### src/rtl/core/crx_af_pkg.sv
package crx_af_pkg;

    localparam int COUNT_W          = 7;
    localparam int INDEX_W          = 6;
    localparam int HIT_W            = 5;
    localparam int ID_W             = 11;
    localparam int ENTRY_W          = ID_W + 1;
    localparam int MAX_ADDRESSABLE  = 1 << INDEX_W;
    localparam int DEF_NUM_ENTRIES  = 64;
    localparam int NUM_HW_FILTERS   = 32;
    localparam int APB_DATA_W       = 32;
    localparam int APB_ADDR_W       = 2;

    localparam logic [APB_ADDR_W-1:0] ADDR_ENTRY_COUNT = 2'd0;

    localparam logic [ID_W-1:0] SLOT_FREE = 11'h7FF;

    localparam logic ACT_WRITE    = 1'b0;
    localparam logic ACT_CLASSIFY = 1'b1;

    localparam logic [1:0] STATUS_OK      = 2'd0;
    localparam logic [1:0] STATUS_RANGE   = 2'd1;
    localparam logic [1:0] STATUS_NO_SLOT = 2'd2;

    typedef struct packed {
        logic               action;
        logic [INDEX_W-1:0] entry_index;
        logic [ID_W-1:0]    ident;
        logic [ID_W-1:0]    mask;
        logic               rtr;
        logic [HIT_W-1:0]   filter_hit;
    } req_t;

    typedef struct packed {
        logic [1:0]         status;
        logic               matched;
        logic [INDEX_W-1:0] match_index;
        logic [1:0]         mask_slot;
    } res_t;

    typedef struct packed {
        logic load;
        logic write_entry;
        logic issue_hit;
        logic issue_scan;
        logic emit_match;
        logic emit_miss;
    } ctrl_cmd_t;

    typedef struct packed {
        logic is_write;
        logic direct;
        logic hit_ok;
        logic lim_zero;
        logic scan_end;
        logic match_found;
    } dp_status_t;

endpackage

### src/rtl/core/crx_af_ram.sv
module crx_af_ram #(
    parameter int WIDTH = 24,
    parameter int DEPTH = 64,
    parameter int AW    = (DEPTH > 1) ? $clog2(DEPTH) : 1
) (
    input  logic             clk,
    input  logic             we,
    input  logic [AW-1:0]    waddr,
    input  logic [WIDTH-1:0] wdata,
    input  logic             re,
    input  logic [AW-1:0]    raddr,
    output logic [WIDTH-1:0] rdata
);

    logic [WIDTH-1:0] mem_reg [DEPTH];
    logic [WIDTH-1:0] rdata_reg;

    always_ff @(posedge clk)
    begin
        if (we)
        begin
            mem_reg[waddr] <= wdata;
        end
        if (re)
        begin
            rdata_reg <= mem_reg[raddr];
        end
    end

    assign rdata = rdata_reg;

endmodule

### src/rtl/core/crx_af_ctrl.sv
module crx_af_ctrl (
    input  logic                   clk,
    input  logic                   rst_n,
    input  logic                   start,
    output logic                   busy,
    output crx_af_pkg::ctrl_cmd_t  cmd,
    input  crx_af_pkg::dp_status_t stat
);

    typedef enum logic [1:0] {
        S_IDLE,
        S_DISPATCH,
        S_HIT,
        S_SCAN
    } state_t;

    state_t state_reg;
    state_t state_next;
    logic   busy_reg;

    always_comb
    begin
        cmd        = '0;
        state_next = state_reg;
        case (state_reg)
            S_IDLE:
            begin
                if (start)
                begin
                    cmd.load   = 1'b1;
                    state_next = S_DISPATCH;
                end
            end
            S_DISPATCH:
            begin
                if (stat.is_write)
                begin
                    cmd.write_entry = 1'b1;
                    state_next      = S_IDLE;
                end
                else if (stat.direct)
                begin
                    if (stat.hit_ok)
                    begin
                        cmd.issue_hit = 1'b1;
                        state_next    = S_HIT;
                    end
                    else
                    begin
                        cmd.emit_miss = 1'b1;
                        state_next    = S_IDLE;
                    end
                end
                else if (stat.lim_zero)
                begin
                    cmd.emit_miss = 1'b1;
                    state_next    = S_IDLE;
                end
                else
                begin
                    cmd.issue_scan = 1'b1;
                    state_next     = S_SCAN;
                end
            end
            S_HIT:
            begin
                cmd.emit_match = stat.match_found;
                cmd.emit_miss  = !stat.match_found;
                state_next     = S_IDLE;
            end
            S_SCAN:
            begin
                if (stat.match_found)
                begin
                    cmd.emit_match = 1'b1;
                    state_next     = S_IDLE;
                end
                else if (stat.scan_end)
                begin
                    cmd.emit_miss = 1'b1;
                    state_next    = S_IDLE;
                end
                else
                begin
                    cmd.issue_scan = 1'b1;
                end
            end
            default:
            begin
                state_next = S_IDLE;
            end
        endcase
    end

    always_ff @(posedge clk or negedge rst_n)
    begin
        if (!rst_n)
        begin
            state_reg <= S_IDLE;
            busy_reg  <= 1'b0;
        end
        else
        begin
            state_reg <= state_next;
            busy_reg  <= (state_next != S_IDLE);
        end
    end

    assign busy = busy_reg;

endmodule

### src/rtl/core/crx_af_dp.sv
module crx_af_dp #(
    parameter int NUM_ENTRIES = crx_af_pkg::DEF_NUM_ENTRIES
) (
    input  logic                               clk,
    input  logic                               rst_n,
    input  crx_af_pkg::req_t                   request,
    input  crx_af_pkg::ctrl_cmd_t              cmd,
    output crx_af_pkg::dp_status_t             stat,
    input  logic                               cfg_we,
    input  logic [crx_af_pkg::COUNT_W-1:0]     cfg_wdata,
    output logic [crx_af_pkg::COUNT_W-1:0]     count,
    output logic                               done,
    output crx_af_pkg::res_t                   result
);

    // entries above the addressable range can never be written
    localparam int STORE_DEPTH = (NUM_ENTRIES < crx_af_pkg::MAX_ADDRESSABLE) ?
                                 NUM_ENTRIES : crx_af_pkg::MAX_ADDRESSABLE;
    localparam int AW          = (STORE_DEPTH > 1) ? $clog2(STORE_DEPTH) : 1;
    localparam int CW          = crx_af_pkg::COUNT_W;
    localparam int EW          = crx_af_pkg::ENTRY_W;
    localparam logic [CW-1:0] DEPTH_C  = CW'(STORE_DEPTH);
    localparam logic [CW-1:0] DIRECT_C = CW'(crx_af_pkg::NUM_HW_FILTERS);

    crx_af_pkg::req_t          req_reg;
    logic [CW-1:0]             count_reg;
    logic [crx_af_pkg::ID_W-1:0] slots_reg [3];
    logic [crx_af_pkg::ID_W-1:0] slots_next [3];
    logic                      valid_reg [STORE_DEPTH];
    logic [CW-1:0]             addr_reg;
    logic [crx_af_pkg::INDEX_W-1:0] cmp_idx_reg;
    logic                      vld_q_reg;
    logic                      done_reg;
    crx_af_pkg::res_t          res_reg;
    crx_af_pkg::res_t          res_next;

    logic [CW-1:0]             idx_ext;
    logic [CW-1:0]             hit_ext;
    logic [CW-1:0]             lim;
    logic                      idx_ok;
    logic                      direct;
    logic [EW-1:0]             frame;
    logic [1:0]                wr_status;
    logic [1:0]                wr_slot;
    logic                      found;
    logic [AW-1:0]             waddr;
    logic [AW-1:0]             raddr;
    logic                      re;
    logic [2*EW-1:0]           rdata;
    logic [EW-1:0]             rd_ident;
    logic [EW-1:0]             rd_mask;

    assign idx_ext  = {1'b0, req_reg.entry_index};
    assign hit_ext  = {2'b0, req_reg.filter_hit};
    assign direct   = (count_reg <= DIRECT_C);
    assign idx_ok   = (idx_ext < count_reg) && (idx_ext < DEPTH_C);
    assign lim      = (count_reg < DEPTH_C) ? count_reg : DEPTH_C;
    assign frame    = {req_reg.rtr, req_reg.ident};
    assign waddr    = idx_ext[AW-1:0];
    assign re       = cmd.issue_hit || cmd.issue_scan;
    assign raddr    = cmd.issue_hit ? hit_ext[AW-1:0] : addr_reg[AW-1:0];
    assign rd_ident = rdata[EW-1:0];
    assign rd_mask  = rdata[2*EW-1:EW];

    crx_af_ram #(
        .WIDTH (2 * EW),
        .DEPTH (STORE_DEPTH)
    ) u_store (
        .clk   (clk),
        .we    (cmd.write_entry && idx_ok),
        .waddr (waddr),
        .wdata ({1'b1, req_reg.mask, frame}),
        .re    (re),
        .raddr (raddr),
        .rdata (rdata)
    );

    // mask slot allocation for direct mode writes
    always_comb
    begin
        slots_next = slots_reg;
        wr_status  = crx_af_pkg::STATUS_OK;
        wr_slot    = 2'd0;
        found      = 1'b0;
        if (!idx_ok)
        begin
            wr_status = crx_af_pkg::STATUS_RANGE;
        end
        else if (direct && (req_reg.mask != crx_af_pkg::SLOT_FREE))
        begin
            for (int s = 0; s < 3; s++)
            begin
                if (!found && ((slots_reg[s] == req_reg.mask) ||
                               (slots_reg[s] == crx_af_pkg::SLOT_FREE)))
                begin
                    found         = 1'b1;
                    slots_next[s] = req_reg.mask;
                    wr_slot       = 2'(s + 1);
                end
            end
            if (!found)
            begin
                wr_status = crx_af_pkg::STATUS_NO_SLOT;
            end
        end
    end

    always_comb
    begin
        res_next = '0;
        if (cmd.write_entry)
        begin
            res_next.status    = wr_status;
            res_next.mask_slot = wr_slot;
        end
        else if (cmd.emit_match)
        begin
            res_next.matched     = 1'b1;
            res_next.match_index = cmp_idx_reg;
        end
    end

    assign stat.is_write    = (req_reg.action == crx_af_pkg::ACT_WRITE);
    assign stat.direct      = direct;
    assign stat.hit_ok      = (hit_ext < count_reg) && (hit_ext < DEPTH_C);
    assign stat.lim_zero    = (lim == '0);
    assign stat.scan_end    = (addr_reg == lim);
    assign stat.match_found = vld_q_reg && (((frame ^ rd_ident) & rd_mask) == '0);

    always_ff @(posedge clk or negedge rst_n)
    begin
        if (!rst_n)
        begin
            count_reg <= '0;
            done_reg  <= 1'b0;
            vld_q_reg <= 1'b0;
            addr_reg  <= '0;
            for (int s = 0; s < 3; s++)
            begin
                slots_reg[s] <= crx_af_pkg::SLOT_FREE;
            end
            for (int i = 0; i < STORE_DEPTH; i++)
            begin
                valid_reg[i] <= 1'b0;
            end
        end
        else
        begin
            done_reg <= cmd.write_entry || cmd.emit_match || cmd.emit_miss;
            if (cfg_we)
            begin
                count_reg <= cfg_wdata;
                for (int s = 0; s < 3; s++)
                begin
                    slots_reg[s] <= crx_af_pkg::SLOT_FREE;
                end
                for (int i = 0; i < STORE_DEPTH; i++)
                begin
                    valid_reg[i] <= 1'b0;
                end
            end
            else if (cmd.write_entry && idx_ok)
            begin
                slots_reg <= slots_next;
                valid_reg[waddr] <= 1'b1;
            end
            if (cmd.load)
            begin
                addr_reg <= '0;
            end
            else if (cmd.issue_scan)
            begin
                addr_reg <= addr_reg + 1'b1;
            end
            if (re)
            begin
                vld_q_reg <= valid_reg[raddr];
            end
        end
    end

    always_ff @(posedge clk)
    begin
        if (cmd.load)
        begin
            req_reg <= request;
        end
        if (re)
        begin
            cmp_idx_reg <= cmd.issue_hit ? {1'b0, req_reg.filter_hit}
                                         : addr_reg[crx_af_pkg::INDEX_W-1:0];
        end
        if (cmd.write_entry || cmd.emit_match || cmd.emit_miss)
        begin
            res_reg <= res_next;
        end
    end

    assign count  = count_reg;
    assign done   = done_reg;
    assign result = res_reg;

endmodule

### src/rtl/core/can_rx_acceptance_filter.sv
// CAN receive acceptance filter. A request is taken when start is high and busy is low;
// its single result appears on result for exactly one cycle with done high, and the
// receiver cannot stall it. A new request may be started in the cycle its predecessor's
// result is shown. A write request ends in the dispatch state; a classify request in
// direct mode (entry_count at most 32) reads the entry at filter_hit, or misses from the
// dispatch state when filter_hit lies outside the entries in use; otherwise the entry
// table is scanned through the single read port of its RAM, one entry per cycle, over
// N = min(entry_count, NUM_ENTRIES, 64) entries, ending early at the first matching entry.
// Writing entry_count clears the table at once; no clearing pass is needed.
module can_rx_acceptance_filter #(
    parameter int NUM_ENTRIES = crx_af_pkg::DEF_NUM_ENTRIES
) (
    input  logic                                clk,
    input  logic                                rst_n,
    input  logic                                start,
    output logic                                busy,
    input  crx_af_pkg::req_t                    request,
    output logic                                done,
    output crx_af_pkg::res_t                    result,
    input  logic                                psel,
    input  logic                                penable,
    input  logic                                pwrite,
    input  logic [crx_af_pkg::APB_ADDR_W-1:0]   paddr,
    input  logic [crx_af_pkg::APB_DATA_W-1:0]   pwdata,
    output logic [crx_af_pkg::APB_DATA_W-1:0]   prdata,
    output logic                                pready
);

    crx_af_pkg::ctrl_cmd_t             cmd;
    crx_af_pkg::dp_status_t            stat;
    logic                              cfg_we;
    logic [crx_af_pkg::COUNT_W-1:0]    count;

    assign pready = 1'b1;
    assign cfg_we = psel && penable && pwrite && (paddr == crx_af_pkg::ADDR_ENTRY_COUNT);
    assign prdata = (paddr == crx_af_pkg::ADDR_ENTRY_COUNT) ?
                    {{(crx_af_pkg::APB_DATA_W - crx_af_pkg::COUNT_W){1'b0}}, count} : '0;

    crx_af_ctrl u_ctrl (
        .clk   (clk),
        .rst_n (rst_n),
        .start (start),
        .busy  (busy),
        .cmd   (cmd),
        .stat  (stat)
    );

    crx_af_dp #(
        .NUM_ENTRIES (NUM_ENTRIES)
    ) u_dp (
        .clk       (clk),
        .rst_n     (rst_n),
        .request   (request),
        .cmd       (cmd),
        .stat      (stat),
        .cfg_we    (cfg_we),
        .cfg_wdata (pwdata[crx_af_pkg::COUNT_W-1:0]),
        .count     (count),
        .done      (done),
        .result    (result)
    );

endmodule

### config.mk
export PLATFORM = sky130hd
export DESIGN_NAME = can_rx_acceptance_filter
export DESIGN_NICKNAME = d
export VERILOG_FILES = /design/src/rtl/core/crx_af_pkg.sv /design/src/rtl/core/crx_af_ram.sv /design/src/rtl/core/crx_af_ctrl.sv /design/src/rtl/core/crx_af_dp.sv /design/src/rtl/core/can_rx_acceptance_filter.sv
export SDC_FILE = /design/constraint.sdc
export NUM_CORES = 2
export LEC_CHECK = 0
export BUFFER_PORTS_ARGS = -buffer_cell sky130_fd_sc_hd__buf_2
export CAP_MARGIN = 0
export CORE_MARGIN = 5
export CORE_UTILIZATION = 60
export CTS_CLUSTER_DIAMETER = 100
export CTS_CLUSTER_SIZE = 40
export DETAILED_ROUTE_END_ITERATION = 8
export MAX_ROUTING_LAYER = met4
export PLACE_DENSITY = 0.74
export SYNTH_ARGS = -nofsm -noshare
export SYNTH_HDL_FRONTEND = slang
export SYNTH_SLANG_ARGS = --single-unit
### constraint.sdc
create_clock -name clk -period 8.7 [get_ports clk]
set_input_delay 1.74 -clock clk [delete_from_list [all_inputs] [get_ports clk]]
set_output_delay 1.74 -clock clk [all_outputs]
set_load 0.01 [all_outputs]
* Yosys cells after proc, flatten, opt, wreduce, memory -nomap -nowiden *
Memory sizes are Yosys's and may differ from the RTL's. A register that Yosys moved wholly into a read port is not among the register bits.
Index checks and enable logic that the tools add are counted.
Widths: inputs -> output; s select.

storage, ports and cells
  memories = 1
  ROM bits = 0
  RAM bits = 1472
  bits in latches = 0
  bits in registers = 192
  output and inout port bits = 46
  word-level logic and storage cells = 217

cells by class
  bitwise operators = 6
  reduce and logical (&&, ||, !) cells = 37
  shifts and indexed selects = 0
  equal/unequal tests = 11
  divide/modulo/power cells = 0
  magnitude comparators = 9
  muxes and demuxes = 66
  add/subtract/negate cells = 1
  multipliers = 0

memories
  memory                words  width  rd ports  clocked after Yosys merged registers in  wr ports  RTL line          text
  u_dp.u_store.mem_reg  64     23     1         1                                        1         crx_af_ram.sv:15  logic [WIDTH-1:0] mem_reg [DEPTH];

operators by type and width
  kind                  number
  $mux 33               4
  $mux 64               2
  $or 64x64->64         1
  $mux 7                5
  $eq 11x11->1          3
  $eq 11x11->1 const B  3
  $mux 1                33
  $mux 11               3
  $mux 2                12
  $reduce_bool 2->1     8
  $ge 7x7->1 const B    2
  $not 6->7             2
  $and 12x12->12        1
  $logic_not 12->1      1
  $reduce_and 4->1      3
  $xor 12x12->12        1
  $logic_and 1x1->1     11
  $ne 11x11->1 const B  1
  $pmux 2 s4            1
  $add 7x1->7 const B   1
  $eq 7x7->1            1
  $le 7x6->1 const B    1
  $logic_not 7->1       1
  $lt 5x7->1            1
  other kinds (18)      28

* Longest topological paths before layout *
  word-level depth = 18
  mapped depth = 17

* Modules after synthesis *
A second synthesis with hierarchy kept.

unflattened totals
  cell total of the unflattened synthesis = 3467
  area, all modules = 68230.4 um^2

modules (own cells, without submodules)
  module                    cells an instance  area an instance (um^2)  times used
  crx_af_ram                2610               59535.8                  1
  crx_af_dp                 797                8227.9                   1
  can_rx_acceptance_filter  37                 270.3                    1
  crx_af_ctrl               23                 196.4                    1

* Worst setup path before layout *
No wires, ideal clock.

  path kind = input port to flip-flop
  start point = input start
  end point = register u_ctrl.busy_reg, in the netlist u_ctrl.busy
  slack = 3405 ps
  buffers on the path = 0
  cell stages on the path = 3
  arrival time = 5226 ps
  path through = nor3b_1 -> or2_2 -> nand2b_1

between the ends
  longest elaborated chain between the ends = 3

RTL lines
  item                      RTL line                        text
  start: declaration        can_rx_acceptance_filter.sv:15  input logic start,
  $mux 2                    crx_af_ctrl.sv:28               if (start)
  $pmux 2 s4                crx_af_ctrl.sv:25               case (state_reg)
  net u_ctrl.state_next[0]  crx_af_ctrl.sv:18               state_t state_next;
  $reduce_bool 2->1         crx_af_ctrl.sv:105              busy_reg <= (state_next != S_IDLE);
  end signal: assignment    crx_af_ctrl.sv:105
  end: declaration          crx_af_ctrl.sv:19               logic busy_reg;

The timed path passes the listed nets, and every way through them passes these cells.
A chain may end at the register's enable or synchronous reset.

* Final worst setup path *
  start point = register u_dp.count_reg[6], in the netlist u_dp.count[6]
  end point = register u_dp.u_store.rdata_reg[8], in the netlist u_dp.u_store.rdata[8] (read register of u_dp.u_store.mem_reg), data pin

between the ends
  longest elaborated chain between the ends = 8

RTL lines
  item                      RTL line           text
  start: declaration        crx_af_dp.sv:26    logic [CW-1:0] count_reg;
  start signal: assignment  crx_af_dp.sv:152   count_reg <= cfg_wdata;
  $lt 7x7->1                crx_af_dp.sv:57    assign lim = (count_reg < DEPTH_C) ? count_reg : DEPTH_C;
  $mux 7                    crx_af_dp.sv:57
  $logic_not 7->1           crx_af_dp.sv:126   assign stat.lim_zero = (lim == '0);
  $mux 1                    crx_af_ctrl.sv:54  else if (stat.lim_zero)
  $mux 1                    crx_af_ctrl.sv:41  else if (stat.direct)
  $mux 2                    crx_af_ctrl.sv:36  if (stat.is_write)
  $pmux 1 s2                crx_af_ctrl.sv:25
  $logic_or 1x1->1          crx_af_dp.sv:60    assign re = cmd.issue_hit || cmd.issue_scan;
  end: declaration          crx_af_ram.sv:16   logic [WIDTH-1:0] rdata_reg;

Several ways; a longest one is shown, not always the timed one.

==> summary.md <==
| Metric | Value |
|---|---|
| Drt pass-1 iters | `6` |
| Minimum clock period after layout | `between 6 and 7 ns` |
| Mapped Avg Cell Area | `13.4 um2` |
| TritonCTS buffer count | `49` |
| Yosys cell types | `57` |
| Initial antenna violation count | `7` |
| IO Port Bufs | `69` |
| Post-Syn Instances | `4966` |
| Worst-Margin Slew | `roughly 1.3 ns` |
| Clock-pin slew on the worst setup and hold paths | `0.15 ns` |
| Die area | `0.118 mm2` |
| Fin. max-slew vios | `0` |
| Status | `finished, final reports clean` |
| Fraction of the mapped netlist area in simple logic gates | `0.139` |
| Initial Utilization | `0.603` |
| RR Endpoint | `u_dp.u_store.rdata[8]$_DFFE_PP_` |
| Post-CTS setup buffers | `0` |
| VDD IR max | `0.331 mV` |
| Setup violators final | `0` |
| Number of flip-flops in the largest register | `1472` |
| Leading area contributor after synthesis | `edfxtp_1` |
| Hold Vio Cnt, Final | `0` |
| # DRC | `0` |
| Final Cycle Share | `0.739` |
| EDFF count, synth | `1547` |
| Critical Path RT | `9.20 ns` |
| Synth warn | `0` |
| P&R area growth vs syn | `5.17%` |
| CTS H-tree lvls | `2` |
| Worst Setup End Kind | `flip-flop` |
| P_leak | `23.8 nW` |
| Yosys reg bits | `roughly 1700` |
| Mux cell area share after synthesis | `0.0229` |
| Unrepaired setup endpoints after global routing | `false` |
| IO Count | `121` |
| Adder-Cell Fraction of Synth Area | `0.00188` |
| Final nets | `4962` |
| Initial DRC count | `approximately 6400` |
| Core area | `between 0.1 and 0.15 mm2` |
| Final Routed Wirelength | `between 150 and 200 mm` |
| CTS sink cnt | `1663` |
| Wire per inst | `roughly 26 um` |
| Reg2reg setup slack | `~2.3 ns` |
| Crit path kind | `flip-flop to flip-flop` |
| Die height | `roughly 340 um` |
| Commonest non-fill, non-tap cell in the layout | `edfxtp_1` |
| Hold-fix buffers, CTS | `0` |
| Drt via density | `6.40` |
| Vias | `between 40000 and 50000` |
| Row count | `122` |
| CTS tree | `built` |
| Mapped Area | `around 0.067 mm2` |
| DRT antenna net count | `0` |
| Max Clk Rate | `roughly 0.16 GHz` |
| Most frequent cells in the layout | `edfxtp_1, nand2_1, nand3_1` |
| Top FF cell, synth | `edfxtp_1` |
| Die W | `~340 um` |
| Grt total ovfl | `0` |
| TNS Setup | `0 ns` |
| Complex-gate fraction of the synthesized area | `0.0596` |
| Crit path launch type | `flip-flop` |
| Total GRT Usage | `0.290` |
| Post-synth ARST share | `0.0698` |
| Clock root buffer | `clkbuf_16` |
| DP HPWL | `between 90 and 100 mm` |
| Crit-path max FO | `~130` |
| Worst Hold End | `u_dp.valid_reg[41]$_DFFE_PN0N_` |
| CTS-repair resized insts | `0` |
| Max Root-Sink Buffers | `3` |
| Clk Latency, worst-skew pair | `around 0.75 ns` |
| XOR/XNOR Fraction of Synth Area | `0.00684` |
| Design Area, Final | `0.0700 mm2` |
| Max-slew headroom | `0.165` |
| Arrival @ worst endpoint | `6.93 ns` |
| Max-cap check violation count | `0` |
| Vias in the first global route | `approximately 38000` |
| Sequential share of the synthesized area | `0.742` |
| Top area cells in the synthesized netlist | `edfxtp_1, nand2_1, nand3_1, dfrtp_1, mux2i_1` |
| Hold path depth | `1` |
| Ratio of cells with drive above 1 in the final layout | `0.0793` |
| Hold Crit Start | `u_dp.valid_reg[41]$_DFFE_PN0N_` |
| Main combinational cell family by area after synthesis | `simple AND/OR/NAND/NOR gates` |
| Area share of the largest cell type after synthesis | `0.697` |
| Placed Area | `0.0685 mm2` |
| Worst R2R Start | `u_dp.count[6]$_DFFE_PN0P_` |
| Worst-case reg-to-reg path depth | `12` |
| Pin count of the biggest net entering global routing | `around 240` |
| Final Skew | `0.0613 ns` |
| Pwr dens | `268 mW/mm2` |
| First-pass GRT wire length | `248 mm` |
| Hold WC Path Type | `flip-flop to flip-flop` |
| Gp weighted congestion | `0.895` |
worst max-delay path, stage by stage, from the launching register on:
cell     delay [ns]
dfrtp_1        0.57
or2_2          0.37
a32oi_1        0.34
a21o_2         0.93
mux2i_4        0.38
buf_12         0.58
inv_2          0.42
nor2_4         0.20
buf_4          0.80
nand3_1        0.16
a31oi_1        0.59
o31ai_1        0.36
a221o_1        0.35
through the flow:
step	hold WS [ns]	power [mW]	instances	setup slack [ns]	util
CTS	0.509	18.7	6406	2.44	0.634
global placement	0.472	15.4	6314	2.47	0.620
global route	0.518	19.6	6408	2.10	0.634
floorplan	0.463	13.5	4990	3.40	-
finish	0.508	18.8	6409	2.27	0.634
detailed placement	0.479	15.5	6314	2.43	0.620
cell families (layout without fill, tap and decap cells):
| logic type | count (synthesis) | in the layout |
|---|---|---|
| AND/OR/NAND/NOR | 2167 | 2167 |
| flip-flops | 1663 | 1663 |
| AO/OA/AOI/OAI | 518 | 518 |
| buffers and inverters | 405 | 333 |
| multiplexers | 149 | 149 |
| XOR/XNOR | 52 | 52 |
| adder cells (fa/ha/maj) | 10 | 10 |
| other | 2 | 29 |
routing by layer:
metal  global-route usage  part of all wire  vias to the layer above
met5                    -                 0                        -
met4               0.0964             0.039                        0
met3               0.0555              0.11                      291
met2                0.433              0.46                     2284
met1                0.410              0.39                    20432
li1                     -                 -                    18011
cells in the mapped netlist, types with 6 or more instances:
cell type  count
edfxtp_1    1547
xnor2_1       26
mux2_2         7
or3b_2         6
and3_1        23
a21oi_1        9
and2_1         9
nor2b_1        6
a31oi_1      142
nor3_1         9
a211oi_1      48
or3_1         26
nand2_1     1333
xor2_1        26
dfrtp_1       83
a22oi_1        7
buf_1         23
o31ai_1       25
mux2i_1      140
nand3_1      622
ha_1          10
a32oi_1       96
a221o_1       23
inv_1         39
dfstp_2       33
buf_2        124
clkbuf_1     164
nor2_1        89
buf_4         48
a311oi_1      69
nand4_1       21
o21a_1        66
report_power, final:
part           internal (mW)  total, mW  switching [mW]
sequential              9.51       9.70           0.186
combinational           1.55       5.72            4.17
clock                   1.13       3.39            2.26
worst max path at each step:
stage                                   start                               end  slack (ns)  cells after the start
floorplan                               start             u_ctrl.busy$_DFF_PN0_        3.40                      3
global placement    u_dp.count[6]$_DFFE_PN0P_   u_dp.u_store.rdata[8]$_DFFE_PP_        2.47                     12
detailed placement  u_dp.count[6]$_DFFE_PN0P_   u_dp.u_store.rdata[8]$_DFFE_PP_        2.43                     12
CTS                 u_dp.count[6]$_DFFE_PN0P_   u_dp.u_store.rdata[8]$_DFFE_PP_        2.44                     12
global route        u_dp.count[4]$_DFFE_PN0P_  u_dp.u_store.rdata[17]$_DFFE_PP_        2.10                     14
finish              u_dp.count[6]$_DFFE_PN0P_   u_dp.u_store.rdata[8]$_DFFE_PP_        2.27                     12
area by class of cell:
class	count	area (um2)
clock buffer	83	1360
antenna	3	7.51
tap	1488	1860
fill	7945	40500
sequential	1663	49400
multi-input combinational	2922	15700
clock inverter	9	159
timing repair buffer	199	1440
inverter	42	175
(Power assumes the default switching activity.)
